`src/sv/assert_macros.svh`:
```
// ----------------------------------------------------------------------------
// Assertion macros
// Shared concurrent-assertion wrappers; empty when SYNTHESIS is defined.
// ----------------------------------------------------------------------------
`ifndef ASSERT_MACROS_SVH
`define ASSERT_MACROS_SVH

`ifndef SYNTHESIS

// clocked check, disabled while reset is asserted
`define U8_ASSERT(lbl, clk, rst_n, prop) \
    lbl: assert property (@(posedge clk) disable iff (!rst_n) prop) \
        else $error("u8u16: assertion failed");

// clocked check that also holds during reset
`define U8_ASSERT_NR(lbl, clk, prop) \
    lbl: assert property (@(posedge clk) prop) \
        else $error("u8u16: assertion failed");

`else

`define U8_ASSERT(lbl, clk, rst_n, prop)
`define U8_ASSERT_NR(lbl, clk, prop)

`endif

`endif

```
`src/sv/u8u16_pkg.sv`:
```
// ----------------------------------------------------------------------------
// u8u16_pkg
// Types, constants and decode helpers shared by the UTF-8 to UTF-16 blocks.
// ----------------------------------------------------------------------------
package u8u16_pkg;

    // APB register map
    localparam int PADDR_W = 3;
    localparam int PDATA_W = 32;
    localparam logic REG_REPL_CP   = 1'b0;
    localparam logic REG_REPL_UNIT = 1'b1;

    // field widths
    localparam int CP_W   = 21;
    localparam int UNIT_W = 16;

    // code point limits and surrogate constants
    localparam logic [31:0]       CP_MAX        = 32'h0010_FFFF;
    localparam logic [15:0]       SURR_LO       = 16'hD800;
    localparam logic [15:0]       SURR_HI       = 16'hDFFF;
    localparam logic [15:0]       LOW_SURR_BASE = 16'hDC00;
    localparam logic [CP_W-1:0]   SUPP_BASE     = 21'h01_0000;
    localparam logic [5:0]        HI_SURR_TAG   = 6'b110110;

    // decoupling queue (depth must be a power of two)
    localparam int QDEPTH = 2;
    localparam int QPTR_W = (QDEPTH > 1) ? $clog2(QDEPTH) : 1;
    localparam int QCNT_W = $clog2(QDEPTH + 1);

    typedef logic [QPTR_W-1:0] t_qptr;
    typedef logic [QCNT_W-1:0] t_qcnt;

    // one classified item: a single unit, or a surrogate pair
    typedef struct packed {
        logic              pair;
        logic [UNIT_W-1:0] unit0;
        logic [UNIT_W-1:0] unit1;
        logic              text_last;
    } t_q_item;

    // sequence length from the lead byte
    function automatic logic [2:0] lead_length(input logic [7:0] b);
        logic [2:0] len;
        priority if (b < 8'd192) len = 3'd1;
        else if (b < 8'd224)     len = 3'd2;
        else if (b < 8'd240)     len = 3'd3;
        else if (b < 8'd248)     len = 3'd4;
        else if (b < 8'd252)     len = 3'd5;
        else                     len = 3'd6;
        return len;
    endfunction

    // marker-bit offset removed from the accumulated value
    function automatic logic [31:0] seq_offset(input logic [2:0] len);
        logic [31:0] off;
        unique case (len)
            3'd2:    off = 32'h0000_3080;
            3'd3:    off = 32'h000E_2080;
            3'd4:    off = 32'h03C8_2080;
            3'd5:    off = 32'hFA08_2080;
            3'd6:    off = 32'h8208_2080;
            default: off = 32'h0000_0000;
        endcase
        return off;
    endfunction

endpackage

```
`src/sv/u8u16_if.sv`:
```
// ----------------------------------------------------------------------------
// u8u16 channel interfaces
// Byte input channel and UTF-16 unit output channel, valid/ready handshake.
// ----------------------------------------------------------------------------
interface u8u16_in_if;
    logic       valid;
    logic       ready;
    logic [7:0] text_byte;
    logic       last_byte;

    modport source (output valid, output text_byte, output last_byte, input ready);
    modport sink   (input valid, input text_byte, input last_byte, output ready);
endinterface

interface u8u16_out_if;
    logic        valid;
    logic        ready;
    logic [15:0] code_unit;
    logic        run_last;
    logic        text_last;

    modport source (output valid, output code_unit, output run_last, output text_last,
                    input ready);
    modport sink   (input valid, input code_unit, input run_last, input text_last,
                    output ready);
endinterface

```
`src/sv/u8u16_front.sv`:
```
// ----------------------------------------------------------------------------
// u8u16_front
// Accepts bytes, accumulates sequences and classifies finished code points.
// ----------------------------------------------------------------------------
`include "assert_macros.svh"

module u8u16_front (
    input  logic                           i_clk,
    input  logic                           i_rst_n,
    u8u16_in_if.sink                       i_in,
    input  logic [u8u16_pkg::CP_W-1:0]     i_repl_cp,
    input  logic [u8u16_pkg::UNIT_W-1:0]   i_repl_unit,
    input  logic                           i_q_ready,
    output logic                           o_q_push,
    output u8u16_pkg::t_q_item             o_q_item
);

    logic [2:0]  r_rem;
    logic [2:0]  r_len;
    logic [31:0] r_acc;

    logic        accept;
    logic [2:0]  n_rem;
    logic [2:0]  n_len;
    logic [31:0] n_acc;
    logic        done;
    logic        emit;
    logic [31:0] cp;
    logic [u8u16_pkg::CP_W-1:0] supp;

    // a byte is taken whenever the queue has room
    assign i_in.ready = i_q_ready;
    assign accept     = i_in.valid & i_in.ready;

    // sequence tracking
    always_comb begin
        if (r_rem == 3'd0) begin
            n_len = u8u16_pkg::lead_length(i_in.text_byte);
            n_rem = n_len - 3'd1;
            n_acc = {24'd0, i_in.text_byte};
        end else begin
            n_len = r_len;
            n_rem = r_rem - 3'd1;
            n_acc = {r_acc[25:0], 6'd0} + {24'd0, i_in.text_byte};
        end
    end

    assign done = (n_rem == 3'd0);
    assign emit = accept & (done | i_in.last_byte);

    // finished code point, or the substitute when the text ends early
    assign cp   = done ? (n_acc - u8u16_pkg::seq_offset(n_len))
                       : {{(32-u8u16_pkg::CP_W){1'b0}}, i_repl_cp};
    assign supp = cp[u8u16_pkg::CP_W-1:0] - u8u16_pkg::SUPP_BASE;

    // classify into a single unit or a surrogate pair
    always_comb begin
        o_q_item.pair      = 1'b0;
        o_q_item.unit0     = cp[15:0];
        o_q_item.unit1     = u8u16_pkg::LOW_SURR_BASE | {6'd0, supp[9:0]};
        o_q_item.text_last = i_in.last_byte;
        priority if (cp > u8u16_pkg::CP_MAX) begin
            o_q_item.unit0 = i_repl_unit;
        end else if (cp[31:16] == 16'd0) begin
            if (cp[15:0] >= u8u16_pkg::SURR_LO && cp[15:0] <= u8u16_pkg::SURR_HI) begin
                o_q_item.unit0 = i_repl_unit;
            end
        end else begin
            o_q_item.pair  = 1'b1;
            o_q_item.unit0 = u8u16_pkg::SURR_LO | {6'd0, supp[19:10]};
        end
    end

    assign o_q_push = emit;

    // state registers; cleared after every emitted item
    always_ff @(posedge i_clk) begin
        if (!i_rst_n) begin
            r_rem <= 3'd0;
            r_len <= 3'd0;
            r_acc <= 32'd0;
        end else if (accept) begin
            if (done | i_in.last_byte) begin
                r_rem <= 3'd0;
                r_len <= 3'd0;
                r_acc <= 32'd0;
            end else begin
                r_rem <= n_rem;
                r_len <= n_len;
                r_acc <= n_acc;
            end
        end
    end

    // end of text always leaves a clean decoder
    `U8_ASSERT(a_front_clear, i_clk, i_rst_n, (accept && i_in.last_byte) |=> (r_rem == 3'd0 && r_len == 3'd0))
    // mid-sequence the length is a multi-byte one
    `U8_ASSERT(a_front_len, i_clk, i_rst_n, (r_rem != 3'd0) |-> (r_len > r_rem))

endmodule

```
`src/sv/u8u16_queue.sv`:
```
// ----------------------------------------------------------------------------
// u8u16_queue
// Short FIFO of classified items between the front and the back.
// ----------------------------------------------------------------------------
`include "assert_macros.svh"

module u8u16_queue (
    input  logic                 i_clk,
    input  logic                 i_rst_n,
    input  logic                 i_push,
    input  u8u16_pkg::t_q_item   i_item,
    output logic                 o_ready,
    input  logic                 i_pop,
    output logic                 o_valid,
    output u8u16_pkg::t_q_item   o_item
);

    u8u16_pkg::t_q_item r_mem [u8u16_pkg::QDEPTH];
    u8u16_pkg::t_qptr   r_wptr;
    u8u16_pkg::t_qptr   r_rptr;
    u8u16_pkg::t_qcnt   r_count;

    logic do_push;
    logic do_pop;

    assign o_ready = (r_count != u8u16_pkg::t_qcnt'(u8u16_pkg::QDEPTH));
    assign o_valid = (r_count != '0);
    assign o_item  = r_mem[r_rptr];
    assign do_push = i_push & o_ready;
    assign do_pop  = i_pop & o_valid;

    // storage
    always_ff @(posedge i_clk) begin
        if (do_push) begin
            r_mem[r_wptr] <= i_item;
        end
    end

    // pointers and fill count
    always_ff @(posedge i_clk) begin
        if (!i_rst_n) begin
            r_wptr  <= '0;
            r_rptr  <= '0;
            r_count <= '0;
        end else begin
            if (do_push) begin
                r_wptr <= u8u16_pkg::t_qptr'(r_wptr + 1'b1);
            end
            if (do_pop) begin
                r_rptr <= u8u16_pkg::t_qptr'(r_rptr + 1'b1);
            end
            if (do_push && !do_pop) begin
                r_count <= u8u16_pkg::t_qcnt'(r_count + 1'b1);
            end else if (do_pop && !do_push) begin
                r_count <= u8u16_pkg::t_qcnt'(r_count - 1'b1);
            end
        end
    end

    `U8_ASSERT(a_q_bound, i_clk, i_rst_n, (r_count <= u8u16_pkg::t_qcnt'(u8u16_pkg::QDEPTH)))
    `U8_ASSERT(a_q_nopush_full, i_clk, i_rst_n, i_push |-> o_ready)
    `U8_ASSERT(a_q_nopop_empty, i_clk, i_rst_n, i_pop |-> o_valid)

endmodule

```
`src/sv/u8u16_back.sv`:
```
// ----------------------------------------------------------------------------
// u8u16_back
// Drains queued items to the output reg, one UTF-16 unit per unstalled cycle.
// ----------------------------------------------------------------------------
`include "assert_macros.svh"

module u8u16_back (
    input  logic                 i_clk,
    input  logic                 i_rst_n,
    input  logic                 i_q_valid,
    input  u8u16_pkg::t_q_item   i_q_item,
    output logic                 o_pop,
    u8u16_out_if.source          o_out
);

    logic                              r_valid;
    logic [u8u16_pkg::UNIT_W-1:0]      r_unit;
    logic                              r_run_last;
    logic                              r_text_last;
    logic                              r_phase;

    logic load;
    logic take;
    logic final_unit;

    // output register refills when empty or being drained
    assign load       = ~r_valid | o_out.ready;
    assign take       = load & i_q_valid;
    assign final_unit = ~i_q_item.pair | r_phase;
    assign o_pop      = take & final_unit;

    always_ff @(posedge i_clk) begin
        if (!i_rst_n) begin
            r_valid <= 1'b0;
            r_phase <= 1'b0;
        end else if (load) begin
            r_valid <= i_q_valid;
            if (i_q_valid) begin
                r_phase <= ~final_unit;
            end
        end
    end

    // payload
    always_ff @(posedge i_clk) begin
        if (take) begin
            r_unit      <= r_phase ? i_q_item.unit1 : i_q_item.unit0;
            r_run_last  <= final_unit;
            r_text_last <= final_unit & i_q_item.text_last;
        end
    end

    assign o_out.valid     = r_valid;
    assign o_out.code_unit = r_unit;
    assign o_out.run_last  = r_run_last;
    assign o_out.text_last = r_text_last;

    // second half of a pair keeps its item at the queue head
    `U8_ASSERT(a_back_phase, i_clk, i_rst_n, r_phase |-> (i_q_valid && i_q_item.pair))
    // a unit that does not end its run is a high surrogate
    `U8_ASSERT(a_back_hi, i_clk, i_rst_n, (r_valid && !r_run_last) |-> (r_unit[15:10] == u8u16_pkg::HI_SURR_TAG && !r_text_last))

endmodule

```
`src/sv/utf8_to_utf16_transcoder_top.sv`:
```
// ----------------------------------------------------------------------------
// utf8_to_utf16_transcoder_top
// UTF-8 byte stream in, UTF-16 code units out, APB replacement registers.
//
//   channel   dir   handshake       payload
//   i_in      in    valid/ready     text_byte[7:0], last_byte
//   o_out     out   valid/ready     code_unit[15:0], run_last, text_last
//   apb       in    psel/penable    paddr[2:0], pwdata[31:0], prdata[31:0]
//
// One byte is accepted per cycle while the queue has room; a finished item is
// written into the queue and then into the output register when o_out is free.
// A surrogate pair occupies the single output register for both its units; a
// byte right behind a pair can wait for room in the 2-entry queue.
// Reset (synchronous, active low) clears registers, queue and decoder state.
// A stall on o_out backs up into the queue and then drops i_in.ready.
// ----------------------------------------------------------------------------
module utf8_to_utf16_transcoder_top (
    input  logic                                i_clk,
    input  logic                                i_rst_n,
    u8u16_in_if.sink                            i_in,
    u8u16_out_if.source                         o_out,
    input  logic                                psel,
    input  logic                                penable,
    input  logic                                pwrite,
    input  logic [u8u16_pkg::PADDR_W-1:0]       paddr,
    input  logic [u8u16_pkg::PDATA_W-1:0]       pwdata,
    output logic [u8u16_pkg::PDATA_W-1:0]       prdata,
    output logic                                pready
);

    logic [u8u16_pkg::CP_W-1:0]   r_repl_cp;
    logic [u8u16_pkg::UNIT_W-1:0] r_repl_unit;

    logic                 reg_idx;
    logic                 wr_en;
    logic                 q_push;
    logic                 q_ready;
    logic                 q_valid;
    logic                 q_pop;
    u8u16_pkg::t_q_item   q_in_item;
    u8u16_pkg::t_q_item   q_out_item;

    // register file
    assign pready  = 1'b1;
    assign reg_idx = paddr[2];
    assign wr_en   = psel & penable & pwrite & pready;

    always_ff @(posedge i_clk) begin
        if (!i_rst_n) begin
            r_repl_cp   <= '0;
            r_repl_unit <= '0;
        end else if (wr_en) begin
            unique case (reg_idx)
                u8u16_pkg::REG_REPL_CP:   r_repl_cp   <= pwdata[u8u16_pkg::CP_W-1:0];
                u8u16_pkg::REG_REPL_UNIT: r_repl_unit <= pwdata[u8u16_pkg::UNIT_W-1:0];
                default: ;
            endcase
        end
    end

    always_comb begin
        unique case (reg_idx)
            u8u16_pkg::REG_REPL_CP:
                prdata = {{(u8u16_pkg::PDATA_W-u8u16_pkg::CP_W){1'b0}}, r_repl_cp};
            u8u16_pkg::REG_REPL_UNIT:
                prdata = {{(u8u16_pkg::PDATA_W-u8u16_pkg::UNIT_W){1'b0}}, r_repl_unit};
            default:
                prdata = '0;
        endcase
    end

    // decode and classify
    u8u16_front u_front (
        .i_clk       (i_clk),
        .i_rst_n     (i_rst_n),
        .i_in        (i_in),
        .i_repl_cp   (r_repl_cp),
        .i_repl_unit (r_repl_unit),
        .i_q_ready   (q_ready),
        .o_q_push    (q_push),
        .o_q_item    (q_in_item)
    );

    // decoupling queue
    u8u16_queue u_queue (
        .i_clk   (i_clk),
        .i_rst_n (i_rst_n),
        .i_push  (q_push),
        .i_item  (q_in_item),
        .o_ready (q_ready),
        .i_pop   (q_pop),
        .o_valid (q_valid),
        .o_item  (q_out_item)
    );

    // unit emitter
    u8u16_back u_back (
        .i_clk     (i_clk),
        .i_rst_n   (i_rst_n),
        .i_q_valid (q_valid),
        .i_q_item  (q_out_item),
        .o_pop     (q_pop),
        .o_out     (o_out)
    );

endmodule
```
`src/flat_wrapper.sv`:
```
// flat-port wrapper written by rule: the top's interface ports become plain ports
module utf8_to_utf16_transcoder_top_flat 
  (i_clk, i_rst_n, psel, penable, pwrite, paddr, pwdata, prdata, pready, i_in_valid, i_in_text_byte, i_in_last_byte, i_in_ready, o_out_valid, o_out_code_unit, o_out_run_last, o_out_text_last, o_out_ready);
  u8u16_in_if i_in_i ();
  u8u16_out_if o_out_i ();
  input  logic i_clk;
  input  logic i_rst_n;
  input  logic psel;
  input  logic penable;
  input  logic pwrite;
  input  logic [u8u16_pkg::PADDR_W-1:0] paddr;
  input  logic [u8u16_pkg::PDATA_W-1:0] pwdata;
  output logic [u8u16_pkg::PDATA_W-1:0] prdata;
  output logic pready;
  input wire logic [$bits(i_in_i.valid)-1:0] i_in_valid;
  input wire logic [$bits(i_in_i.text_byte)-1:0] i_in_text_byte;
  input wire logic [$bits(i_in_i.last_byte)-1:0] i_in_last_byte;
  output wire logic [$bits(i_in_i.ready)-1:0] i_in_ready;
  output wire logic [$bits(o_out_i.valid)-1:0] o_out_valid;
  output wire logic [$bits(o_out_i.code_unit)-1:0] o_out_code_unit;
  output wire logic [$bits(o_out_i.run_last)-1:0] o_out_run_last;
  output wire logic [$bits(o_out_i.text_last)-1:0] o_out_text_last;
  input wire logic [$bits(o_out_i.ready)-1:0] o_out_ready;
  assign i_in_i.valid = i_in_valid;
  assign i_in_i.text_byte = i_in_text_byte;
  assign i_in_i.last_byte = i_in_last_byte;
  assign i_in_ready = i_in_i.ready;
  assign o_out_valid = o_out_i.valid;
  assign o_out_code_unit = o_out_i.code_unit;
  assign o_out_run_last = o_out_i.run_last;
  assign o_out_text_last = o_out_i.text_last;
  assign o_out_i.ready = o_out_ready;
  utf8_to_utf16_transcoder_top u_core (.i_clk(i_clk), .i_rst_n(i_rst_n), .i_in(i_in_i), .o_out(o_out_i), .psel(psel), .penable(penable), .pwrite(pwrite), .paddr(paddr), .pwdata(pwdata), .prdata(prdata), .pready(pready));
endmodule
```
`config.mk`:
```
export PLATFORM = sky130hd
export DESIGN_NAME = utf8_to_utf16_transcoder_top_flat
export DESIGN_NICKNAME = d
export VERILOG_FILES = /design/src/sv/u8u16_pkg.sv /design/src/sv/u8u16_if.sv /design/src/sv/u8u16_front.sv /design/src/sv/u8u16_queue.sv /design/src/sv/u8u16_back.sv /design/src/sv/utf8_to_utf16_transcoder_top.sv /design/src/flat_wrapper.sv
export VERILOG_INCLUDE_DIRS = /design/src /design/src/sv
export SDC_FILE = /design/constraint.sdc
export NUM_CORES = 1
export LEC_CHECK = 0
export ABC_AREA = 1
export BUFFER_PORTS_ARGS = -buffer_cell sky130_fd_sc_hd__buf_2
export CORE_MARGIN = 2
export CORE_UTILIZATION = 40
export DETAILED_ROUTE_END_ITERATION = 10
export SLEW_MARGIN = 25
export SYNTH_ARGS = -nofsm -noshare
export SYNTH_HDL_FRONTEND = slang
export SYNTH_HIERARCHICAL = 1
export SYNTH_SLANG_ARGS = --single-unit
```
`constraint.sdc`:
```
create_clock -name i_clk -period 5.8 [get_ports i_clk]
set_input_delay 0.58 -clock i_clk [delete_from_list [all_inputs] [get_ports i_clk]]
set_output_delay 0.58 -clock i_clk [all_outputs]
set_load 0.02 [all_outputs]
```
; Word level (Yosys, flattened, before mapping)
; Memory sizes are Yosys's and may differ from the RTL's. A register that Yosys moved wholly into a read port is not among the register bits.
; Index checks and enable logic that the tools add are counted.
[word_totals]
regBits = 93
mem_bits_rw = 56
out_inout_bits = 53
wordCells = 93
mem_count = 1
[classes]
n_addsub = 9
order_cmp = 8
eq_ne = 6
mux = 27
bitwise = 16
n_reduce_logical = 13
[memory_table]
columns = memory, depth, word_bits, read_ports, rd_ports_with_merged_regs, write_ports, line_no
row1 = u_core.u_queue.r_mem, 2, 28, 1, 1, 1, u8u16_queue.sv:18  ; u8u16_pkg::t_q_item r_mem [u8u16_pkg::QDEPTH];
[ops]
columns = op, count
row1 = case mux 32 bit (5 select lines), 1
row2 = 2-to-1 mux 16 bit, 4
row3 = 2-to-1 mux 32 bit, 2
row4 = case mux 32 bit (2 select lines), 1
row5 = "< comparator 8 bit, second input constant", 5
row6 = adder 32 x 8 -> 32 bit, 1
row7 = "> comparator 32 x 21 -> 1 bit, second input constant", 1
row8 = subtractor 32 bit, 1
row9 = 2-to-1 mux 26 bit, 1
row10 = 2-to-1 mux 3 bit, 8
row11 = "subtractor 20 x 17 -> 20 bit, second input constant", 1
row12 = ">= comparator 16 bit, second input constant", 1
row13 = "less-or-equal comparator 16 bit, second input constant", 1
row14 = logical NOT 16 bit, 1
row15 = AND 1 bit, 9
row16 = "== test 3 bit, second input constant", 3
row17 = 2-to-1 mux 2 bit, 4
row18 = "== test 3 x 2 -> 1 bit, second input constant", 2
row19 = logical NOT 3 bit, 2
row20 = 2-to-1 mux 1 bit, 6
row21 = AND reduction 2 bit, 3
row22 = "subtractor 3 x 1 -> 3 bit, second input constant", 2
row23 = NOT 1 bit, 4
row24 = nonzero test 2 bit, 2
row25 = other kinds (7), 13

; Depth between registers and ports, before layout
; Gate-level depths: netlist of the first run.
[depth]
depth_word = 17
mapped_depth = 30
depth_no_buf = 29

; Hierarchy
; Netlist of the first run, hierarchy kept.
[modules_own_cells]
columns = module, instances, cells_each, area_each_um2, seq_area_each_um2
row1 = u8u16_front, 1, 908, 4884.7, 640.6
row2 = u8u16_queue, 1, 143, 2849.0, 2142.1
row3 = utf8_to_utf16_transcoder_top, 1, 303, 1986.9, 740.7
row4 = u8u16_back, 1, 86, 878.3, 580.6

; Worst setup path before layout of the first run
; Ideal clock, no wire load.
[synth_path]
path_type = input to register
start = input port i_in_text_byte[7]
end = memory u_core/u_queue/r_mem[0][31] (netlist bit) (data pin)
t_arrival_ns = 4.015
required_ns = 5.540
slack_ns = 1.525
path_stages = 30
path_cell_list = ha_1 > nand3_1 > nand2_2 > nand2_1 > inv_1 > nand2_1 > nor4_1 > nand2_1 > nor3_1 > nand2_1 > inv_1 > nor3_1 > ha_1 > clkbuf_1 > nand2_1 > nor3_1 > inv_1 > nor2_1 > nand3_1 > nand3_1 > nand2_1 > nand3_1 > nand2_2 > nor2_8 > nand2_4 > nor2_8 > inv_2 > buf_6 > nand2_1 > nand2_1
[synth_via]
elab_chain_len = 12
word_cells_on_any_way = 16
classes_between = add/sub (2) / order compare (5) / mux (8) / reduce/logical (1)
[synth_lines]
columns = item, line_no
row1 = start: declaration, flat_wrapper.sv:16  ; input wire logic [$bits(i_in_i.text_byte)-1:0] i_in_text_byte;
row2 = < comparator 8 bit, u8u16_pkg.sv:48  ; else if (b < 8'd252) len = 3'd5;
row3 = 2-to-1 mux 2 bit, u8u16_pkg.sv:48
row4 = 2-to-1 mux 2 bit, u8u16_pkg.sv:47  ; else if (b < 8'd248) len = 3'd4;
row5 = 2-to-1 mux 3 bit, u8u16_pkg.sv:46  ; else if (b < 8'd240) len = 3'd3;
row6 = 2-to-1 mux 3 bit, u8u16_pkg.sv:45  ; else if (b < 8'd224) len = 3'd2;
row7 = 2-to-1 mux 3 bit (*), u8u16_pkg.sv:44  ; priority if (b < 8'd192) len = 3'd1;
row8 = 2-to-1 mux 3 bit (*), u8u16_front.sv:37  ; if (r_rem == 3'd0) begin
row9 = subtractor 3 x 1 -> 3 bit (*), u8u16_front.sv:39  ; n_rem = n_len - 3'd1;
row10 = 2-to-1 mux 3 bit (*), u8u16_front.sv:37
row11 = logical NOT 3 bit (*), u8u16_front.sv:48  ; assign done = (n_rem == 3'd0);
row12 = 2-to-1 mux 32 bit (*), u8u16_front.sv:52  ; assign cp = done ? (n_acc - u8u16_pkg::seq_offset(n_len))
row13 = subtractor 20 x 17 -> 20 bit (*), u8u16_front.sv:54  ; assign supp = cp[u8u16_pkg::CP_W-1:0] - u8u16_pkg::SUPP_BASE;
row14 = end: declaration, u8u16_queue.sv:18
; Every way passes the cells marked *; elsewhere a longest branch is shown, timed or not. The select of a mux whose other input is x is not followed.

==> results by group, run 1 <==
Worst setup path
  – Buffers plus inverters on the worst setup path: 4
  – Setup Crit Path Kind: flop to flop
  – Worst Setup Start Kind: flop
  – Family with the most delay on the worst path: simple AND/OR/NAND/NOR gates
  – Worst path required time: 5.98 ns
  – Crit-path max cell delay: between 0.3 and 0.4 ns
  – Crit-path most repeated cell: nand2_1
  – Worst EP arrival: 5.07 ns
  – Worst setup EP type: flop
  – Slowest-stage cell, CP: nor4_1
  – Crit-path max FO: 17

Power and ir drop
  – Net switching power: 1.560 mW
  – Sw Ratio: about two fifths
  – Clock power share: between 20% and 30%
  – Combinational power share: 33.1%
  – Reg power frac: 38.1%
  – Cell Pwr Density: 350.3 nW/um^2
  – Int Pwr: roughly 2.5 mW
  – Worst VDD drop: 0.2589 mV
  – P_leak: 5.563 nW

Clocking
  – Post_cts resized: 0
  – H-tree Lvls: 4
  – Clk_lat worst skew: 0.44 ns
  – Inserted Clock Buffers: 17
  – Postcts setup bufs: 0
  – Clock slew seen by the registers of the worst setup and hold paths: approximately 0.08 ns
  – Max clock buf depth: 2
  – CTS root buffer: clkbuf_16
  – Hold-fix buffers, CTS: 0
  – Clock Sinks: 162
  – TritonCTS clock tree: done

Placed design
  – Post-DP Area: 11030 sq um
  – Routability congestion estimate: 0.9127
  – Port-buffer cells: 78
  – Detailed Place HPWL: 20340 um

Yosys
  – Register bit total from synthesis: approximately 160
  – Post-synthesis cell count: around 1400
  – Yosys warns: 6
  – Netlist cell types: 55
  – Post-synth top area share: 24.37%
  – Yosys top cell by area: edfxtp_1
  – Ys flop type: edfxtp_1
  – Avg Synthesized Cell Area: 7.360 sq um
  – Synth top area cells: edfxtp_1, nand2_1, dfxtp_1
  – Ys async rst share: 0%
  – Netlist area before placement: 10600 sq um
  – EDFF count, synth: 86
  – Sequential share of the synthesized area: 38.72%

Global route
  – Vias in the first global route: 8434
  – Grt total ovfl: 0
  – First-pass GRT wire length: about 44000 um
  – Initial antenna violation count: 0
  – Pin count of the biggest net entering global routing: 45
  – All-layer global routing usage: 19.78%

Final layout
  – P&R area growth vs syn: 9.963%
  – Fill count: 2681
  – Most common cell after layout, fill and taps aside: nand2_1
  – Post-layout nets: 1564
  – Fin area: 11650 sq um
  – Number of diodes: 0
  – Commonest cells after routing, fill and taps aside: nand2_1, inv_1, nor2_1
  – Share of cells above drive strength 1: ~16%

STA
  – Sum of negative setup slack: 0 ns
  – Post-layout minimum cycle time: between 4 and 5 ns
  – Max Clock Freq: 204.5 MHz
  – Fin. Hold Viols: 0
  – Worst Skew: 0.01248 ns
  – Worst-margin pin slew: 0.9703 ns
  – Final Max Tran Viols: 0
  – Slew HR: a little over a third
  – RSZ-0062 raised after global routing: false
  – Tcrit/Tclk final: 84.32%
  – Finish-stage setup viols: 0

Floorplanning
  – Number of placement rows: 59
  – Initial core utilization: 40.67%
  – I/O pin count: 104
  – Die Ht: roughly 170 um
  – Core Area: 26060 sq um
  – Die Footprint: roughly 28000 sq um
  – Die width: 166.8 um

Flow run
  – Max Cap Viol: 0

Detailed routing
  – WL final: 27530 um
  – Drt first-iter violations: between 700 and 800
  – Drt pass-1 iters: 6
  – Via density: 5.007
  – Wirelength per Cell: 14.97 um
  – Routed Antenna Nets: 0
  – # DRC: 0
  – Vias: 9208

Outcome
  – Status: finished, final reports clean

Min path
  – Worst Hold Class: input port to flop
-- metal layers --
| layer | track usage, % | up-vias | share of wire (%) |
|---|---|---|---|
| met5 | 0 | - | 0 |
| met4 | 7.271 | 0 | 2.5 |
| met3 | 2.424 | 41 | 4.1 |
| met2 | 33.00 | 224 | 47 |
| met1 | 26.40 | 4255 | 46 |
| li1 | - | 4688 | - |
-- state kept, by name, indices dropped and copies added, names as in the netlist, named ones only --
name	count
u_core/u_back/o_out.code_unit	16
u_core/u_front/r_len	3
u_core/u_back/r_phase	1
u_core/u_back/o_out.text_last	1
u_core/u_queue/r_wptr	1
u_core/r_repl_unit	16
u_core/u_queue/r_mem	68
u_core/u_queue/r_rptr	1
u_core/u_front/r_rem	3
u_core/u_back/o_out.run_last	1
u_core/u_front/r_acc	26
u_core/u_queue/r_count	2
u_core/r_repl_cp	21
u_core/u_back/o_out.valid	1
-- final timing paths --
path | end | depth (start not counted) | slack [ns] | start
worst max-delay path | u_core/u_queue/r_mem[1][31] | 28 | 0.91 | u_core/u_front/r_acc[1]
worst min-delay path | u_core/u_queue/r_mem[1][0] | 1 | 0.35 | i_in_last_byte
worst max register to register | u_core/u_queue/r_mem[1][31] | 28 | 0.91 | u_core/u_front/r_acc[1]
worst min register to register | u_core/u_front/r_len[1] | 2 | 0.47 | u_core/u_front/r_len[1]
-- power by group through the flow --
stage | clock network, mW | logic (mW) | registers [mW]
after floorplan | 0 | 0.996 | 1.64
after global placement | 0 | 1.34 | 1.58
after detailed placement | 0 | 1.35 | 1.59
after CTS | 1.19 | 1.36 | 1.56
after global routing | 1.24 | 1.50 | 1.58
final | 1.17 | 1.35 | 1.56
-- final cells by class --
cell class / count / area, sq um / share of cell area [%]
clock inverter: 15 / 201.4 / 1.728
clock buffer: 17 / 425.4 / 3.650
timing repair buffer: 91 / 488.0 / 4.187
multi-input combinational: 1044 / 5351 / 45.92
inverter: 175 / 664.4 / 5.700
tap: 335 / 419.2 / 3.596
sequential: 162 / 4105 / 35.22
-- worst register-to-register path, delay by kind of cell, from the launching register on --
family          cells  cell delay (ns)
fa+ha+maj           2             0.66
simple gates       21             3.02
flops               1             0.34
buf+inv             4             0.45
compound gates      1             0.16
-- logic make-up (layout without fill, tap and decap cells) --
family,Yosys count,after routing,share of synthesized area (%)
AOI/OAI and AO/OA,110,110,5.879
xor gates and xnor gates,3,3,0.2479
adders and majority gates,22,22,2.668
buffers and inverters,248,298,11.36
DFF,162,162,38.72
muxes,35,35,4.769
other,4,18,0.1416
and+or+nand+nor,856,856,36.22
-- through the flow --
stage / worst slack, ns / hold WS (ns) / std cells / utilization [%] / total power, mW
5_1_grt: 0.3458 / 0.3424 / 1839 / 44.73 / 4.314
4_1_cts: 0.9385 / 0.3411 / 1839 / 44.73 / 4.111
2_1_floorplan: 1.525 / 0.4453 / 1454 / - / 2.641
3_5_place_dp: 0.5587 / 0.4587 / 1807 / 42.32 / 2.939
3_3_place_gp: 0.6081 / 0.4527 / 1807 / 42.32 / 2.915
6_report: 0.9096 / 0.3456 / 1839 / 44.73 / 4.083
-- cells in the mapped netlist (4+ instances only) --
library cell,number
inv_2,9
conb_1,4
nor2_1,160
nand2_1,467
clkbuf_1,13
ha_1,21
a22oi_1,7
buf_4,27
or2_2,5
a21oi_1,56
o21ai_1,4
nor2_2,8
nor2_4,4
mux2_2,4
nand4_1,24
nand3_2,21
nand3_4,4
nand2_2,16
buf_6,13
edfxtp_1,86
o21ai_0,25
mux2_4,30
dfxtp_1,76
inv_1,165
nand3_1,123
nor3_1,10
buf_2,14
Note: power is estimated with default switching activity, not from simulation.
==> inputs of run 2 (changes only) <==
==> constraint.sdc (replaced) <==
create_clock -name i_clk -period 4.1 [get_ports i_clk]
set_input_delay 0.41 -clock i_clk [delete_from_list [all_inputs] [get_ports i_clk]]
set_output_delay 0.41 -clock i_clk [all_outputs]
set_load 0.02 [all_outputs]
==> run 2 against run 1 <==
Effect of this change:
- the flow now finishes with violations (setup timing)
- final area grew 11%
- count of clock-buffer cells in the layout is the same
- global-route usage grew 0.67 points
- clock skew is essentially flat
- critical path type unchanged
==> results by group, run 2 (same netlist as run 1, synthesis figures left out) <==
Clocking
  – H-tree Lvls: 4
  – Max clock buf depth: 2
  – Hold-fix buffers, CTS: 0
  – Inserted Clock Buffers: 17
  – Clock Sinks: 162
  – CTS root buffer: clkbuf_16
  – TritonCTS clock tree: done
  – Clk_lat worst skew: 0.43 ns
  – Clock slew seen by the registers of the worst setup and hold paths: 0.07 ns

Final layout
  – Share of cells above drive strength 1: a little over a quarter
  – Most common cell after layout, fill and taps aside: nand2_1
  – Number of diodes: 0
  – Commonest cells after routing, fill and taps aside: nand2_1, inv_1, nor2_1
  – Top Registers: u_core/u_queue/r_mem x68, u_core/u_front/r_acc x26, u_core/r_repl_cp x21
  – Fill count: about 2600
  – P&R area growth vs syn: 21.92%
  – Top reg by flops: u_core/u_queue/r_mem
  – Max reg flops: 68
  – Post-layout nets: 1667
  – Final core occ: 49.59%

Worst setup path
  – Setup Crit Path Kind: flop to flop
  – R2R Path End: u_core/u_queue/r_mem[1][30]
  – Worst setup EP type: flop
  – CP startpoint: u_core/u_front/r_acc[1]
  – Worst EP arrival: 4.30 ns
  – Worst Setup Start Kind: flop
  – Crit-path max FO: 8
  – Worst R2R Setup Slack: -0.02 ns
  – Worst path required time: 4.28 ns
  – R2R depth: 27
  – Reg2reg start: u_core/u_front/r_acc[1]

Floorplanning
  – Die Ht: 166.8 um
  – Die Footprint: around 28000 sq um
  – Core Area: 26060 sq um
  – Die width: 166.8 um
  – Number of placement rows: 59
  – I/O pin count: 104
  – Initial core utilization: 40.67%

Detailed routing
  – Via density: 4.957
  – Vias: 9627
  – Drt pass-1 iters: 5
  – Wirelength per Cell: 15.06 um
  – WL final: about 29000 um
  – # DRC: 0
  – Routed Antenna Nets: 0
  – Drt first-iter violations: between 700 and 800

Min path
  – Worst Hold Class: input port to flop
  – Hold Crit Depth: 1
  – Hold EP: u_core/u_queue/r_mem[0][0]
  – Hold Crit Start: i_in_last_byte

STA
  – RSZ-0062 raised after global routing: true
  – Final WS setup: -0.01825 ns
  – Slew HR: 34.47%
  – Final Max Tran Viols: 0
  – Worst Skew: 0.01223 ns
  – Fin. Hold Viols: 0
  – Post-layout minimum cycle time: 4.118 ns
  – Worst-margin pin slew: 0.9819 ns
  – Max Clock Freq: roughly 240 MHz
  – Finish-stage setup viols: 2
  – Tcrit/Tclk final: 100.4%

Flow run
  – Max Cap Viol: 0

Placed design
  – Routability congestion estimate: 0.9199
  – Port-buffer cells: 78
  – Pre-CTS setup slack: -0.3198 ns
  – Detailed Place HPWL: 21380 um

Power and ir drop
  – P_leak: 6.209 nW
  – Worst VDD drop: 0.3999 mV
  – Cell Pwr Density: 466.4 nW/um^2

Global route
  – Pin count of the biggest net entering global routing: between 40 and 50
  – All-layer global routing usage: 20.45%
  – First-pass GRT wire length: between 40000 and 50000 um
  – Initial antenna violation count: 0
  – Vias in the first global route: 8845
  – Grt total ovfl: 0

Outcome
  – Failing checks: setup timing
  – Status: finished with violations
-- run 2: changes by cell type in the layout (fill, tap and decap cells not counted), moves of 6 or more --
cell     delta
buf_4      +91
nand2_1    -28
nand2_2    +16
nand2_4    +12
nand3_1    -10
a21oi_1     -9
a21oi_2     +9
nand3_2     +8
nor2_1      -8
buf_6       +6
-- run 2: worst max path at each step --
stage | cells after the start | to
after CTS | 26 | u_core/u_queue/r_mem[1][25]
after global routing | 28 | u_core/u_queue/r_mem[1][20]
after floorplan | 30 | u_core/u_queue/r_mem[0][31]
final | 27 | u_core/u_queue/r_mem[1][30]
after detailed placement | 29 | u_core/u_queue/r_mem[1][19]
after global placement | 29 | u_core/u_queue/r_mem[1][25]
-- run 2: what timing repair did --
item / 4_1_cts / 5_1_grt
endpoints found under the setup margin: 34 / 34
cloned: 0 / 2
gates resized for setup: 8 / 107
pin swaps: 1 / 45
setup buffers: 1 / 12
-- run 2: cell type report --
cell class | count | area, sq um | area share, %
clock buffer | 17 | 425.4 | 3.292
sequential | 162 | 4106 | 31.78
timing repair inverter | 1 | 6.256 | 0.04841
timing repair buffer | 192 | 1319 | 10.21
multi-input combinational | 1045 | 5768 | 44.64
tap | 335 | 419.2 | 3.244
inverter | 175 | 674.4 | 5.219
clock inverter | 15 | 203.9 | 1.578
-- run 2: metrics by stage --
step                      cell area [sq um]  std cells  hold WS, ns  power (mW)  setup TNS, ns
after detailed placement              11720       1895       0.4635       4.267         -10.06
final                                 12920       1942       0.1933       6.027       -0.03645
after global routing                  12920       1942       0.1737       6.372         -8.773
after global placement                11720       1895       0.4518       4.234         -8.717
after CTS                             12390       1928       0.1750       5.952              0
after floorplan                       10660       1454       0.4453       3.736              0
-- run 2: report_power, final --
part,internal [mW],total (mW),switching (mW)
clock,0.892,1.68,0.791
sequential,2.08,2.20,0.119
combinational,0.799,2.14,1.34
total,3.77,6.03,2.25
-- run 2: critical path, cell delays in order (launching register included) --
cell and delay, ns:
dfxtp_2 0.34, ha_4 0.28, nand3_4 0.08, nand2_4 0.10
nand2_4 0.06, inv_4 0.06, nand2_4 0.05, nor4_4 0.32
nand2_1 0.12, nor3_2 0.22, buf_4 0.14, nor2_1 0.04
nor3_2 0.15, ha_1 0.29, buf_4 0.18, nand4_1 0.10
nand2_1 0.07, nand2_1 0.05, nand2_1 0.06, nor2_2 0.13
nand3_1 0.10, nand3_2 0.11, nand2_4 0.07, nor2_8 0.17
nand2_4 0.08, nor2_8 0.25, buf_6 0.17, o22ai_4 0.07
-- run 2: metal layers --
metal  GRT usage, %  part of all wire (%)  up-vias
li1               -                     -     4909
met1          26.70                    45     4410
met2          34.46                    48      260
met3          2.662                   4.0       48
met4          8.058                   3.0        0
met5              0                     0        -
==> inputs of run 3 (changes only) <==
--- a/config.mk
+++ b/config.mk
@@ -7,10 +7,11 @@
 export NUM_CORES = 1
 export LEC_CHECK = 0
 export ABC_AREA = 1
-export BUFFER_PORTS_ARGS = -buffer_cell sky130_fd_sc_hd__buf_2
 export CORE_MARGIN = 2
 export CORE_UTILIZATION = 40
 export DETAILED_ROUTE_END_ITERATION = 10
+export DONT_BUFFER_PORTS = 1
+export PLACE_DENSITY_LB_ADDON = 0.25
 export SLEW_MARGIN = 25
 export SYNTH_ARGS = -nofsm -noshare
 export SYNTH_HDL_FRONTEND = slang
==> run 3 against run 2 <==
Effect of this change:
- the flow still finishes with violations (setup timing)
- cell count fell by 5.5%
- utilization decreased by 2.7 points
- sequential cell count is the same
- register-to-register slack about the same
- largest power group unchanged
==> results by group, run 3 (same netlist as run 1, synthesis figures left out) <==
Outcome
  – Status: finished with violations
  – Failing checks: setup timing

Placed design
  – Detailed Place HPWL: approximately 21000 um
  – Placed cells: ~1800
  – Post-DP Area: 11120 sq um
  – Pre-CTS setup slack: -0.1875 ns
  – Port-buffer cells: 0
  – Routability congestion estimate: 0.9159

Min path
  – Hold Crit Start: i_in_last_byte
  – Worst Hold Class: input port to flop

Detailed routing
  – Vias: between 9000 and 10000
  – Drt pass-1 iters: 6
  – Drt first-iter violations: ~650
  – Routed Antenna Nets: 0
  – Via density: between 5 and 6
  – WL final: between 20000 and 30000 um
  – Wirelength per Cell: 15.65 um
  – # DRC: 0

Global route
  – Pin count of the biggest net entering global routing: 45
  – Initial antenna violation count: 0
  – Grt total ovfl: 0
  – Vias in the first global route: 8647
  – First-pass GRT wire length: roughly 46000 um
  – All-layer global routing usage: 20.55%

Final layout
  – Top Registers: u_core/u_queue/r_mem x68, u_core/u_front/r_acc x26, u_core/r_repl_cp x21
  – P&R area growth vs syn: 15.22%
  – Commonest cells after routing, fill and taps aside: nand2_1, inv_1, nor2_1
  – Post-layout nets: 1560
  – Fin area: 12210 sq um
  – Non-filler cells, final: 1835
  – Max reg flops: roughly 70
  – Top reg by flops: u_core/u_queue/r_mem
  – Share of cells above drive strength 1: 21.27%
  – Most common cell after layout, fill and taps aside: nand2_1
  – Number of diodes: 0

Worst setup path
  – Slowest-stage cell, CP: dfxtp_4
  – R2R Path End: u_core/u_queue/r_mem[1][30]
  – Crit-path most repeated cell: nand2_4
  – Reg2reg start: u_core/u_front/r_acc[1]
  – Worst setup EP type: flop
  – Worst path required time: approximately 4.3 ns
  – Critical path endpoint: u_core/u_queue/r_mem[1][30]
  – CP startpoint: u_core/u_front/r_acc[1]
  – Worst Setup Start Kind: flop
  – R2R depth: 25
  – Worst R2R Setup Slack: -0.02 ns
  – Crit-path max FO: 7
  – Setup Crit Path Kind: flop to flop
  – Crit-path max cell delay: 0.36 ns
  – Worst EP arrival: 4.31 ns

Clocking
  – Clk_lat worst skew: 0.45 ns
  – H-tree Lvls: 4
  – Inserted Clock Buffers: 17
  – CTS root buffer: clkbuf_16
  – Clock slew seen by the registers of the worst setup and hold paths: 0.07 ns
  – Clock Sinks: 162
  – TritonCTS clock tree: done
  – Hold-fix buffers, CTS: 0
  – Max clock buf depth: 2

Floorplanning
  – Core Area: 26060 sq um
  – Die Ht: 166.8 um
  – I/O pin count: 104
  – Number of placement rows: 59
  – Initial core utilization: roughly two fifths
  – Die Footprint: 27820 sq um
  – Die width: 166.8 um

STA
  – Worst-margin pin slew: 1.002 ns
  – RSZ-0062 raised after global routing: true
  – Finish-stage setup viols: 5
  – Tcrit/Tclk final: 100.5%
  – Fin. Hold Viols: 0
  – WHS: 0.06317 ns
  – Post-layout minimum cycle time: 4.122 ns
  – Slew HR: 33.10%
  – Final WS setup: -0.02194 ns
  – Max Clock Freq: 242.6 MHz
  – Final Max Tran Viols: 0
  – Worst Skew: between 0.015 and 0.02 ns

Power and ir drop
  – Worst VDD drop: 0.3783 mV
  – Total power: 5.797 mW
  – P_leak: roughly 5.7 nW
  – Cell Pwr Density: between 400 and 500 nW/um^2

Flow run
  – Max Cap Viol: 0
[run 3: changes by cell type in the layout (fill, tap and decap cells not counted), moves of 4 or more]
cell / before / now
nand2_2: 32 / 40
nand2_4: 14 / 5
buf_4: 104 / 79
nand3_1: 113 / 109
buf_12: 4 / 0
nand3_2: 29 / 34
buf_2: 78 / 0
[run 3: what timing repair did]
action | 4_1_cts | 5_1_grt
setup buffers | 0 | 10
pin swaps | 0 | 34
setup endpoints to repair | 34 | 34
gates resized for setup | 4 | 106
[run 3: report_power, final]
part,switching (mW),internal [mW]
clock network,0.822,0.840
registers,0.251,2.09
logic,1.14,0.654
[run 3: worst min path at each step]
| stage | endpoint | slack (ns) | cells past startpoint |
|---|---|---|---|
| after floorplan | u_core/u_front/r_len[0] | 0.45 | 2 |
| after global placement | u_core/u_front/r_len[0] | 0.45 | 2 |
| final | u_core/u_queue/r_mem[1][0] | 0.06 | 0 |
| after global routing | u_core/u_queue/r_mem[0][0] | 0.05 | 0 |
| after CTS | u_core/u_queue/r_mem[0][0] | 0.05 | 0 |
| after detailed placement | u_core/u_front/r_len[0] | 0.46 | 2 |
[run 3: critical path: cells and delay by family (launching register included)]
kind | cells | cell delay (ns)
AND/OR/NAND/NOR | 14 | 1.60
AO/OA/AOI/OAI | 4 | 0.65
buffers and inverters | 5 | 0.62
adder cells (fa/ha/maj) | 2 | 0.60
flip-flops | 1 | 0.36
[run 3: layout make-up]
type	instances	area [sq um]
well taps	335	419.2
fillers	2611	13850
clock buffers	17	425.4
repair buffers	87	683.2
clock inverters	15	188.9
multi-input cells	1044	5714
flip-flops and latches	162	4109
inverters	175	671.9
[run 3: stage by stage]
step	setup TNS [ns]	util (%)
finish	-0.06325	46.86
global route	-7.361	46.86
CTS	0	45.14
detailed placement	-5.443	42.69
global placement	-2.760	42.69
floorplan	0	-
[run 3: layer usage]
metal	wire length, um	part of all wire (%)	track usage, %	vias up
met5	0	0	0	-
met4	922	3.2	8.471	0
li1	-	-	-	4674
met3	1157	4.0	2.519	46
met1	12980	45	27.47	4245
met2	13660	48	33.79	231
